===== config.mk =====
export PLATFORM = sky130hd
export DESIGN_NAME = threshold_dilate_alpha_mask_top
export DESIGN_NICKNAME = d
export VERILOG_FILES = /design/src/design/tdam_pkg.sv /design/src/design/threshold_dilate_alpha_mask_top.sv /design/src/design/tdam_ram.sv
export SDC_FILE = /design/constraint.sdc
export NUM_CORES = 2
export LEC_CHECK = 0
export CAP_MARGIN = 20
export CELL_PAD_IN_SITES_DETAIL_PLACEMENT = 1
export CELL_PAD_IN_SITES_GLOBAL_PLACEMENT = 2
export CORE_MARGIN = 3
export CORE_UTILIZATION = 25
export CTS_BUF_LIST = sky130_fd_sc_hd__clkbuf_16
export CTS_CLUSTER_SIZE = 20
export DETAILED_ROUTE_END_ITERATION = 8
export DONT_BUFFER_PORTS = 1
export PLACE_DENSITY = 0.5
export RECOVER_POWER = 100
export SYNTH_ARGS = -nofsm -noshare
export SYNTH_HDL_FRONTEND = slang
export SYNTH_SLANG_ARGS = --single-unit

===== constraint.sdc =====
create_clock -name clk -period 52 [get_ports clk]
set_input_delay 5.2 -clock clk [delete_from_list [all_inputs] [get_ports clk]]
set_output_delay 5.2 -clock clk [all_outputs]
set_load 0.03 [all_outputs]

===== src/design/tdam_pkg.sv =====
// Shared types and constants for the threshold / dilate alpha-mask block.
// Request and result payload structs, register and operation codes.
// No dependencies.
`timescale 1ns / 1ps
`default_nettype none

package tdam_pkg;

	// Default build parameters
	localparam int DEF_MAX_WIDTH = 512;
	localparam int DEF_RADIUS    = 2;

	// Register file
	localparam int CFG_IDX_W  = 2;
	localparam int CFG_DATA_W = 10;

	localparam logic [7:0] THRESHOLD_RESET = 8'd20;
	localparam logic [9:0] WIDTH_RESET     = 10'd128;
	localparam logic [9:0] HEIGHT_RESET    = 10'd128;

	typedef enum logic [CFG_IDX_W-1:0] {
		CFG_THRESHOLD = 2'd0,
		CFG_WIDTH     = 2'd1,
		CFG_HEIGHT    = 2'd2
	} cfg_index_t;

	// Row counter: frame height (10 bits) plus the radius overhang of the drain rows
	localparam int ROW_W = 11;

	// Request commands
	localparam logic CMD_PIXEL = 1'b0;
	localparam logic CMD_DRAIN = 1'b1;

	// Alpha levels
	localparam logic [7:0] ALPHA_ON  = 8'd255;
	localparam logic [7:0] ALPHA_OFF = 8'd0;

	// Operation carried through the line-store stage
	typedef enum logic [1:0] {
		OP_WRITE = 2'd0,  // pixel: read column, insert mask bit, write back
		OP_READ  = 2'd1,  // drain: read column only
		OP_SHIFT = 2'd2   // right edge: shift an empty column into the window
	} op_kind_t;

	typedef struct packed {
		logic       cmd;
		logic [7:0] red;
		logic [7:0] green;
		logic [7:0] blue;
	} item_t;

	typedef struct packed {
		logic [7:0] alpha;
		logic       last;
	} result_t;

endpackage

`default_nettype wire


===== src/design/threshold_dilate_alpha_mask_top.sv =====
// Threshold + square dilation alpha mask over a raster pixel stream.
// A result is offered after its request or internal step passes s1 into the result queue.
// Throughput: one request per cycle unless stalled; each output row takes width + RADIUS
// steps, the RADIUS extra steps being right-edge window shifts (row end) or left-edge
// pre-reads (drain rows). Reset: counters, window control and result queue cleared,
// registers to their reset values; the line store is not cleared and needs no clearing pass.
`timescale 1ns / 1ps
`default_nettype none

module threshold_dilate_alpha_mask_top
	import tdam_pkg::*;
#(
	parameter int MAX_WIDTH = DEF_MAX_WIDTH,
	parameter int RADIUS    = DEF_RADIUS
) (
	input  wire logic                  clk,
	input  wire logic                  arst_n,
	// request channel
	input  wire logic                  item_valid,
	output logic                       item_stall,
	input  wire item_t                 item,
	// result channel
	output logic                       result_valid,
	input  wire logic                  result_stall,
	output result_t                    result,
	// register write port
	input  wire logic                  cfg_we,
	input  wire logic [CFG_IDX_W-1:0]  cfg_index,
	input  wire logic [CFG_DATA_W-1:0] cfg_data
);

	// Window rows / columns, line-store word width
	localparam int W  = 2 * RADIUS + 1;
	localparam int YW = $clog2(W);
	// column step index runs to width - 1 + RADIUS
	localparam int CW = $clog2(MAX_WIDTH + RADIUS + 1);
	localparam int AW = $clog2(MAX_WIDTH);
	// result queue
	localparam int RES_DEPTH = 4;
	localparam int PTR_W     = $clog2(RES_DEPTH);
	localparam int CNT_W     = $clog2(RES_DEPTH + 2);

	// ------------------------------------------------------------------
	// Registers
	// ------------------------------------------------------------------
	logic [7:0] thr_q;
	logic [9:0] fw_q;
	logic [9:0] fh_q;
	logic       restart;

	always_ff @(posedge clk or negedge arst_n) begin
		if (!arst_n) begin
			thr_q <= THRESHOLD_RESET;
			fw_q  <= WIDTH_RESET;
			fh_q  <= HEIGHT_RESET;
		end else if (cfg_we) begin
			unique case (cfg_index_t'(cfg_index))
				CFG_THRESHOLD: thr_q <= cfg_data[7:0];
				CFG_WIDTH:     fw_q  <= cfg_data[9:0];
				CFG_HEIGHT:    fh_q  <= cfg_data[9:0];
				default: ;
			endcase
		end
	end

	// a size write starts a fresh frame
	assign restart = cfg_we &&
		(cfg_index_t'(cfg_index) == CFG_WIDTH || cfg_index_t'(cfg_index) == CFG_HEIGHT);

	// clipped frame size
	logic [CW-1:0]    weff;
	logic [ROW_W-1:0] heff;

	always_comb begin
		if (fw_q == '0) begin
			weff = CW'(1);
		end else if (32'(fw_q) > MAX_WIDTH) begin
			weff = CW'(MAX_WIDTH);
		end else begin
			weff = CW'(fw_q);
		end
		heff = (fh_q == '0) ? ROW_W'(1) : ROW_W'(fh_q);
	end

	// ------------------------------------------------------------------
	// Step sequencer (s0)
	// Every output row is walked as width + RADIUS steps: columns 0..width-1 read the
	// line store, the last RADIUS steps shift empty columns in at the right
	// edge. Step j emits column j - RADIUS once j >= RADIUS. After the last
	// input row, virtual rows height..height-1+RADIUS release the bottom rows,
	// one step per drain request; their leading RADIUS steps run on their own.
	// ------------------------------------------------------------------
	logic [ROW_W-1:0] row_q, row_d;
	logic [CW-1:0]    col_q, col_d;
	logic [YW-1:0]    ymod_q, ymod_d;   // row_q mod W: line-store slot of this row

	logic             drain_ph, has_out, auto_need, fifo_ok, emit_pend;
	logic             item_acc, item_useful, op_fire, op_emit, op_last, op_reads;
	logic             bright;
	op_kind_t         op_kind;
	logic [CW-1:0]    row_end_col;
	logic [ROW_W-1:0] last_row;
	logic [YW-1:0]    ymod_inc;
	logic [W-1:0]     op_mask;
	logic             fwd_hit;

	// result queue state used by the sequencer
	logic [CNT_W-1:0] cnt_q;

	// s1 state used by the sequencer
	logic             vld_s1;
	op_kind_t         kind_s1;
	logic [AW-1:0]    addr_s1;
	logic             emit_s1;
	logic [W-1:0]     wr_word;

	always_comb begin
		drain_ph  = row_q >= heff;
		has_out   = row_q >= ROW_W'(RADIUS);
		auto_need = drain_ph ? (col_q < CW'(RADIUS)) : (col_q >= weff);
		emit_pend = vld_s1 && emit_s1;
		// room for this step's result even if nothing leaves the queue
		fifo_ok   = (cnt_q + CNT_W'(emit_pend)) < CNT_W'(RES_DEPTH);

		item_stall  = !fifo_ok || auto_need;
		item_acc    = item_valid && !item_stall;
		// pixels while draining and drains mid-frame are swallowed
		item_useful = drain_ph ? (item.cmd == CMD_DRAIN) : (item.cmd == CMD_PIXEL);
		op_fire     = (auto_need && fifo_ok) || (item_acc && item_useful);

		if (drain_ph) begin
			op_kind = (col_q < weff) ? OP_READ : OP_SHIFT;
		end else begin
			op_kind = auto_need ? OP_SHIFT : OP_WRITE;
		end
		op_reads = op_kind != OP_SHIFT;

		bright = (item.red > thr_q) || (item.green > thr_q) || (item.blue > thr_q);

		// rows with no output skip the right-edge shifts
		row_end_col = (!drain_ph && !has_out) ? weff - CW'(1)
		                                      : weff - CW'(1) + CW'(RADIUS);
		last_row = heff - ROW_W'(1) + ROW_W'(RADIUS);
		op_emit  = has_out && (col_q >= CW'(RADIUS));
		op_last  = (row_q == last_row) && (col_q == row_end_col);
		ymod_inc = (ymod_q == YW'(W - 1)) ? '0 : ymod_q + YW'(1);

		// same column written by the step ahead of this one
		fwd_hit = vld_s1 && (kind_s1 == OP_WRITE) && (addr_s1 == col_q[AW-1:0]) && op_reads;
	end

	// slot mask for the window centred on row_q - RADIUS, clipped to the frame
	always_comb begin
		logic [YW-1:0] k;
		for (int s = 0; s < W; s++) begin
			if (ymod_q >= YW'(s)) begin
				k = ymod_q - YW'(s);
			end else begin
				k = ymod_q + YW'(W - s);
			end
			// slot holds row row_q - k: in frame and not above the top
			op_mask[s] = (ROW_W'(k) <= row_q) && (row_q <= heff - ROW_W'(1) + ROW_W'(k));
		end
	end

	always_comb begin
		row_d  = row_q;
		col_d  = col_q;
		ymod_d = ymod_q;
		if (restart) begin
			row_d  = '0;
			col_d  = '0;
			ymod_d = '0;
		end else if (op_fire) begin
			if (col_q == row_end_col) begin
				col_d = '0;
				if (op_last) begin
					row_d  = '0;
					ymod_d = '0;
				end else if (!drain_ph && (row_q + ROW_W'(1) == heff) &&
				             (heff < ROW_W'(RADIUS))) begin
					// very short frame: drain rows start at RADIUS
					row_d  = ROW_W'(RADIUS);
					ymod_d = YW'(RADIUS);
				end else begin
					row_d  = row_q + ROW_W'(1);
					ymod_d = ymod_inc;
				end
			end else begin
				col_d = col_q + CW'(1);
			end
		end
	end

	always_ff @(posedge clk or negedge arst_n) begin
		if (!arst_n) begin
			row_q  <= '0;
			col_q  <= '0;
			ymod_q <= '0;
		end else begin
			row_q  <= row_d;
			col_q  <= col_d;
			ymod_q <= ymod_d;
		end
	end

	// ------------------------------------------------------------------
	// Line store: one word per column, one bit per buffered row
	// ------------------------------------------------------------------
	logic [W-1:0] rd_data;
	logic         ram_we;

	tdam_ram #(
		.WIDTH (W),
		.DEPTH (MAX_WIDTH)
	) u_line_ram (
		.clk   (clk),
		.we    (ram_we),
		.waddr (addr_s1),
		.wdata (wr_word),
		.re    (op_fire && op_reads),
		.raddr (col_q[AW-1:0]),
		.rdata (rd_data)
	);

	// ------------------------------------------------------------------
	// s1: read-modify-write, column OR, horizontal window
	// ------------------------------------------------------------------
	logic          bright_s1, first_s1, last_s1, fwd_s1;
	logic [W-1:0]  mask_s1, fwdw_s1;
	logic [YW-1:0] ymod_s1;
	logic [W-1:0]  win_q, win_next, word_s1;
	logic          col_or, push;

	always_ff @(posedge clk or negedge arst_n) begin
		if (!arst_n) begin
			vld_s1 <= 1'b0;
		end else begin
			vld_s1 <= op_fire;
		end
	end

	always_ff @(posedge clk) begin
		if (op_fire) begin
			kind_s1   <= op_kind;
			addr_s1   <= col_q[AW-1:0];
			bright_s1 <= bright;
			first_s1  <= col_q == '0;
			emit_s1   <= op_emit;
			last_s1   <= op_last;
			mask_s1   <= op_mask;
			ymod_s1   <= ymod_q;
			fwd_s1    <= fwd_hit;
			fwdw_s1   <= wr_word;
		end
	end

	always_comb begin
		word_s1 = fwd_s1 ? fwdw_s1 : rd_data;
		wr_word = word_s1;
		if (kind_s1 == OP_WRITE) begin
			wr_word[ymod_s1] = bright_s1;
		end
		col_or   = (kind_s1 != OP_SHIFT) && (|(wr_word & mask_s1));
		// left of column 0 counts as empty
		win_next = first_s1 ? {{(W - 1){1'b0}}, col_or} : {win_q[W-2:0], col_or};
		ram_we   = vld_s1 && (kind_s1 == OP_WRITE);
		push     = vld_s1 && emit_s1;
	end

	always_ff @(posedge clk) begin
		if (vld_s1) begin
			win_q <= win_next;
		end
	end

	// ------------------------------------------------------------------
	// Result queue
	// ------------------------------------------------------------------
	result_t          res_mem_q [RES_DEPTH];
	logic [PTR_W-1:0] wr_ptr_q, rd_ptr_q;
	logic             pop;

	assign result_valid = cnt_q != '0;
	assign result       = res_mem_q[rd_ptr_q];
	assign pop          = result_valid && !result_stall;

	always_ff @(posedge clk) begin
		if (push) begin
			res_mem_q[wr_ptr_q] <= '{alpha: (|win_next) ? ALPHA_ON : ALPHA_OFF,
			                         last:  last_s1};
		end
	end

	always_ff @(posedge clk or negedge arst_n) begin
		if (!arst_n) begin
			wr_ptr_q <= '0;
			rd_ptr_q <= '0;
			cnt_q    <= '0;
		end else begin
			if (push) begin
				wr_ptr_q <= wr_ptr_q + PTR_W'(1);
			end
			if (pop) begin
				rd_ptr_q <= rd_ptr_q + PTR_W'(1);
			end
			cnt_q <= cnt_q + CNT_W'(push) - CNT_W'(pop);
		end
	end

	// ------------------------------------------------------------------
	// Checks
	// ------------------------------------------------------------------
	// the credit check keeps a slot free for every result in flight
	a_queue_room: assert property (@(posedge clk) disable iff (!arst_n)
		push |-> (cnt_q < CNT_W'(RES_DEPTH)) || pop)
		else $error("result queue overflow");

	// the frame's final result leaves the sequencer back at the top
	a_frame_wrap: assert property (@(posedge clk) disable iff (!arst_n)
		push && last_s1 |-> (row_q == '0) && (col_q == CW'(0) || col_q == CW'(1)))
		else $error("sequencer not restarted after final result");

	// line-store writes stay inside the frame width
	a_write_in_row: assert property (@(posedge clk) disable iff (!arst_n)
		ram_we |-> (CW'(addr_s1) < weff) && $past(!drain_ph))
		else $error("line store write outside frame");

endmodule

`default_nettype wire


===== src/design/tdam_ram.sv =====
// Generic single-write, single-read synchronous RAM with registered read.
// Used for the column line store; no dependencies.
`timescale 1ns / 1ps
`default_nettype none

module tdam_ram #(
	parameter int WIDTH = 5,
	parameter int DEPTH = 512
) (
	input  wire logic                     clk,
	input  wire logic                     we,
	input  wire logic [$clog2(DEPTH)-1:0] waddr,
	input  wire logic [WIDTH-1:0]         wdata,
	input  wire logic                     re,
	input  wire logic [$clog2(DEPTH)-1:0] raddr,
	output logic      [WIDTH-1:0]         rdata
);

	logic [WIDTH-1:0] mem_q [DEPTH];
	logic [WIDTH-1:0] rdata_q;

	always_ff @(posedge clk) begin
		if (we) begin
			mem_q[waddr] <= wdata;
		end
		if (re) begin
			rdata_q <= mem_q[raddr];
		end
	end

	assign rdata = rdata_q;

endmodule

`default_nettype wire


==> flow_metrics.env <==
export IMPL_seqPwrFrac_pct=42.3
export IMPL_outcome="complete, but fails checks"
export IMPL_clkPwrFrac_pct=30.9
export IMPL_syn_inst=5405
export IMPL_switching_power_mw=2.07
export IMPL_viasPerCell=4.63
export IMPL_root_buffer="clkbuf_16"
export IMPL_rr_worst_depth=8
export IMPL_drive_gt1_share_pct=24.0
export IMPL_die_area_sq_um=447000
export IMPL_p_leak_nw=37.8
export IMPL_setup_tns_ps=0
export IMPL_crit_family="buffers and inverters"
export IMPL_synth_top_area_share_pct=71.3
export IMPL_vdd_drop_max_uv=38.3
export IMPL_htreeDepth=5
export IMPL_start_util_pct=25.2
export IMPL_cell_internal_pwr_mw=4.65
export IMPL_setup_violations_final=0
export IMPL_grt_max_degree=203
export IMPL_first_iter_violations=4559
export IMPL_cts_tree="built"
export IMPL_fin_crit_sh_pct=33.0
export IMPL_path_max_fanout=94
export IMPL_critPathRequiredTime_ps=52040
export IMPL_syn_avg_cell_area_sq_um=20.3
export IMPL_cp_data_arrival_time_ps=17220
export IMPL_period_needed_ps=17190
export IMPL_synth_async_sr_flop_share_pct=2.25
export IMPL_area_growth_pct=14.5
export IMPL_hp_class="reg -> reg"
export IMPL_slew_viol_final=3392
export IMPL_synth_edf_count=2606
export IMPL_power_frac_comb_pct=26.8
export IMPL_cpMostUsedCell="clkbuf_1"
export IMPL_yosys_area_top_type="edfxtp_1"
export IMPL_wl_um=316000
export IMPL_grt_pass1_vias=57308
export IMPL_dieHeight_um=669
export IMPL_crit_type="reg -> reg"
export IMPL_ys_ff_latch=2666
export IMPL_drc_errors=0
export IMPL_end_kind="register"
export IMPL_vias=53061
export IMPL_p_per_area_nw_per_um2=53.4
export IMPL_slew_headroom_pct=-549
export IMPL_grtUsageMet3_pct=1.78
export IMPL_ant_nets=0
export IMPL_io_pins=53
export IMPL_synthTopCellsByArea="edfxtp_1, mux4_2, nor2_1"
export IMPL_final_nets=5691
export IMPL_die_width_um=669
export IMPL_synth_fp_nets=5610
export IMPL_coreArea_sq_um=436000
export IMPL_crit_chain="nor2_1 > and4b_1 > o21ai_0 > clkbuf_1 > clkbuf_1 > clkbuf_1 > clkbuf_1 > clkbuf_1"
export IMPL_dp_hpwl_um=190000
export IMPL_grt_pass1_wl_um=449000
export IMPL_cts_setup_buffers=0
export IMPL_top_usage_layer="met2"
export IMPL_gr_total_overflow=0
export IMPL_cts_sinks=2666
export IMPL_fmax_mhz=58.2
export IMPL_routabilityCongestion=0.745
export IMPL_fin_worst_skew_ps=64.2
export IMPL_ctsHoldBuffers=0
export IMPL_hold_viol_final=0
export IMPL_critPathMaxStageDelay_ps=3150
export IMPL_worstMarginPinSlew_ps=9730
export IMPL_grt_total_usage_pct=13.9
export IMPL_cts_path_max_buffers=4
export IMPL_syn_area_sq_um=110000
export IMPL_swShare_pct=30.8
export IMPL_maxCapViolCount=68
export IMPL_yosysSeqAreaShare_pct=72.6
export IMPL_power_mw=6.72
export IMPL_rsz0062_at_grt="no"
export IMPL_worst_setup_hold_path_clk_slew_ps=60
export IMPL_numCtsBuffers=304
export IMPL_globalRouteMet2Util_pct=22.8
export IMPL_startpoint_type="register"
export IMPL_synth_main_ff_cell="edfxtp_1"
export IMPL_yosys_warnings=0
export IMPL_row_count=242
export IMPL_numPortBuffers=0
export IMPL_postCtsResizedCells=0
export IMPL_clock_latency_ps=920
export IMPL_wl_per_cell_um=27.6
export IMPL_final_core_util_pct=28.8
export IMPL_cp_depth=8
export IMPL_dr_pass1_iters=5
export IMPL_synth_cell_types=86
export IMPL_violations="max-capacitance violations, max-slew violations"
export IMPL_cp_buffers_inverters=5
export IMPL_grt_antenna_before_repair=21
export IMPL_min_path_cells=1
export IMPL_cp_slowest_cell="clkbuf_1"
export IMPL_grt_use_met1_pct=19.5
-- cells in the final DEF (no fill, tap or decap), drive strengths merged, types with 58 or more instances in the layout --
master	n
ha	158
mux4	847
nand2	115
edfxtp	2606
a21oi	58
clkbuf	368
clkinv	137
o21ai	64
nor2	580
inv	142
-- routing by layer --
metal / up-vias / routed length, um
met5: - / 22
li1: 22420 / -
met1: 29129 / 144000
met3: 383 / 12600
met4: 4 / 7420
met2: 1125 / 152000
-- sequential cells by signal (all words and copies together) (netlist names) --
name and flops:
bright_s1 1, fh_q 10, res_mem_q 8, emit_s1 1, cnt_q 3, vld_s1 1, kind_s1 2, u_line_ram.rdata 5
rd_ptr_q 2, thr_q 8, fwdw_s1 5, row_q 11, last_s1 1, mask_s1 5, ymod_q 3, first_s1 1
col_q 10, fw_q 10, u_line_ram.mem_q 2560, wr_ptr_q 2, fwd_s1 1, ymod_s1 3, win_q 4, addr_s1 9
-- worst reg2reg max path, stage by stage (launching register included) --
cell	delay [ps]
edfxtp_1	380
nor2_1	110
and4b_1	240
o21ai_0	2990
clkbuf_1	2450
clkbuf_1	3140
clkbuf_1	3250
clkbuf_1	660
clkbuf_1	3050
-- area by class of cell --
cell class | instances | area (sq um)
fill | 44128 | 310000
antenna | 7 | 17.5
clock buffer | 310 | 7760
tap | 5734 | 7170
sequential | 2666 | 79800
timing repair buffer | 102 | 618
inverter | 79 | 297
clock inverter | 233 | 1750
multi-input combinational | 2333 | 28400
-- power by group through the flow --
stage / combinational [mW] / sequential, mW / clock, mW
floorplan: 1.15 / 3.01 / 0
global placement: 1.86 / 2.80 / 0
detailed placement: 1.88 / 2.80 / 0
CTS: 1.89 / 2.76 / 2.14
global route: 1.95 / 2.86 / 2.22
finish: 1.80 / 2.84 / 2.07
-- synth_stat cells (30+ instances only) --
master,n
nand3_1,37
ha_1,158
nor2_1,579
mux4_2,847
clkbuf_1,181
nand2_1,115
buf_2,58
buf_1,75
o21ai_0,54
xnor2_1,56
dfrtp_1,56
xor2_1,46
edfxtp_1,2606
inv_1,77
mux2_2,30
a21oi_1,57
-- cell families after synthesis --
family	count (synthesis)	synth area share, %
DFF	2666	72.6
buffers and inverters	406	1.51
muxes	893	17.8
and+or+nand+nor	933	3.80
AOI/OAI and AO/OA	241	1.49
xor gates and xnor gates	103	0.834
adders and majority gates	163	1.89
-- worst paths after layout --
check	endpoint	startpoint	slack, ps
max in group asynchronous	fw_q[7]	arst_n	47740
hold reg to reg	thr_q[3]	thr_q[3]	510
hold / removal	thr_q[3]	thr_q[3]	510
setup / recovery	u_line_ram.mem_q[300][1]	kind_s1[1]	34810
setup reg to reg	u_line_ram.mem_q[300][1]	kind_s1[1]	34810
min in group asynchronous	thr_q[0]	arst_n	4020
-- metrics by stage --
step / worst slack (ps) / instances / hold slack (ps) / cell area [sq um]
after global routing: 32550 / 11458 / 533 / 126000
after CTS: 41860 / 11455 / 512 / 126000
after global placement: 42940 / 10907 / 492 / 117000
final: 34810 / 11464 / 509 / 126000
after detailed placement: 42860 / 10912 / 499 / 117000
after floorplan: 27280 / 5405 / 448 / 110000
Note: power is estimated with default switching activity, not from simulation.
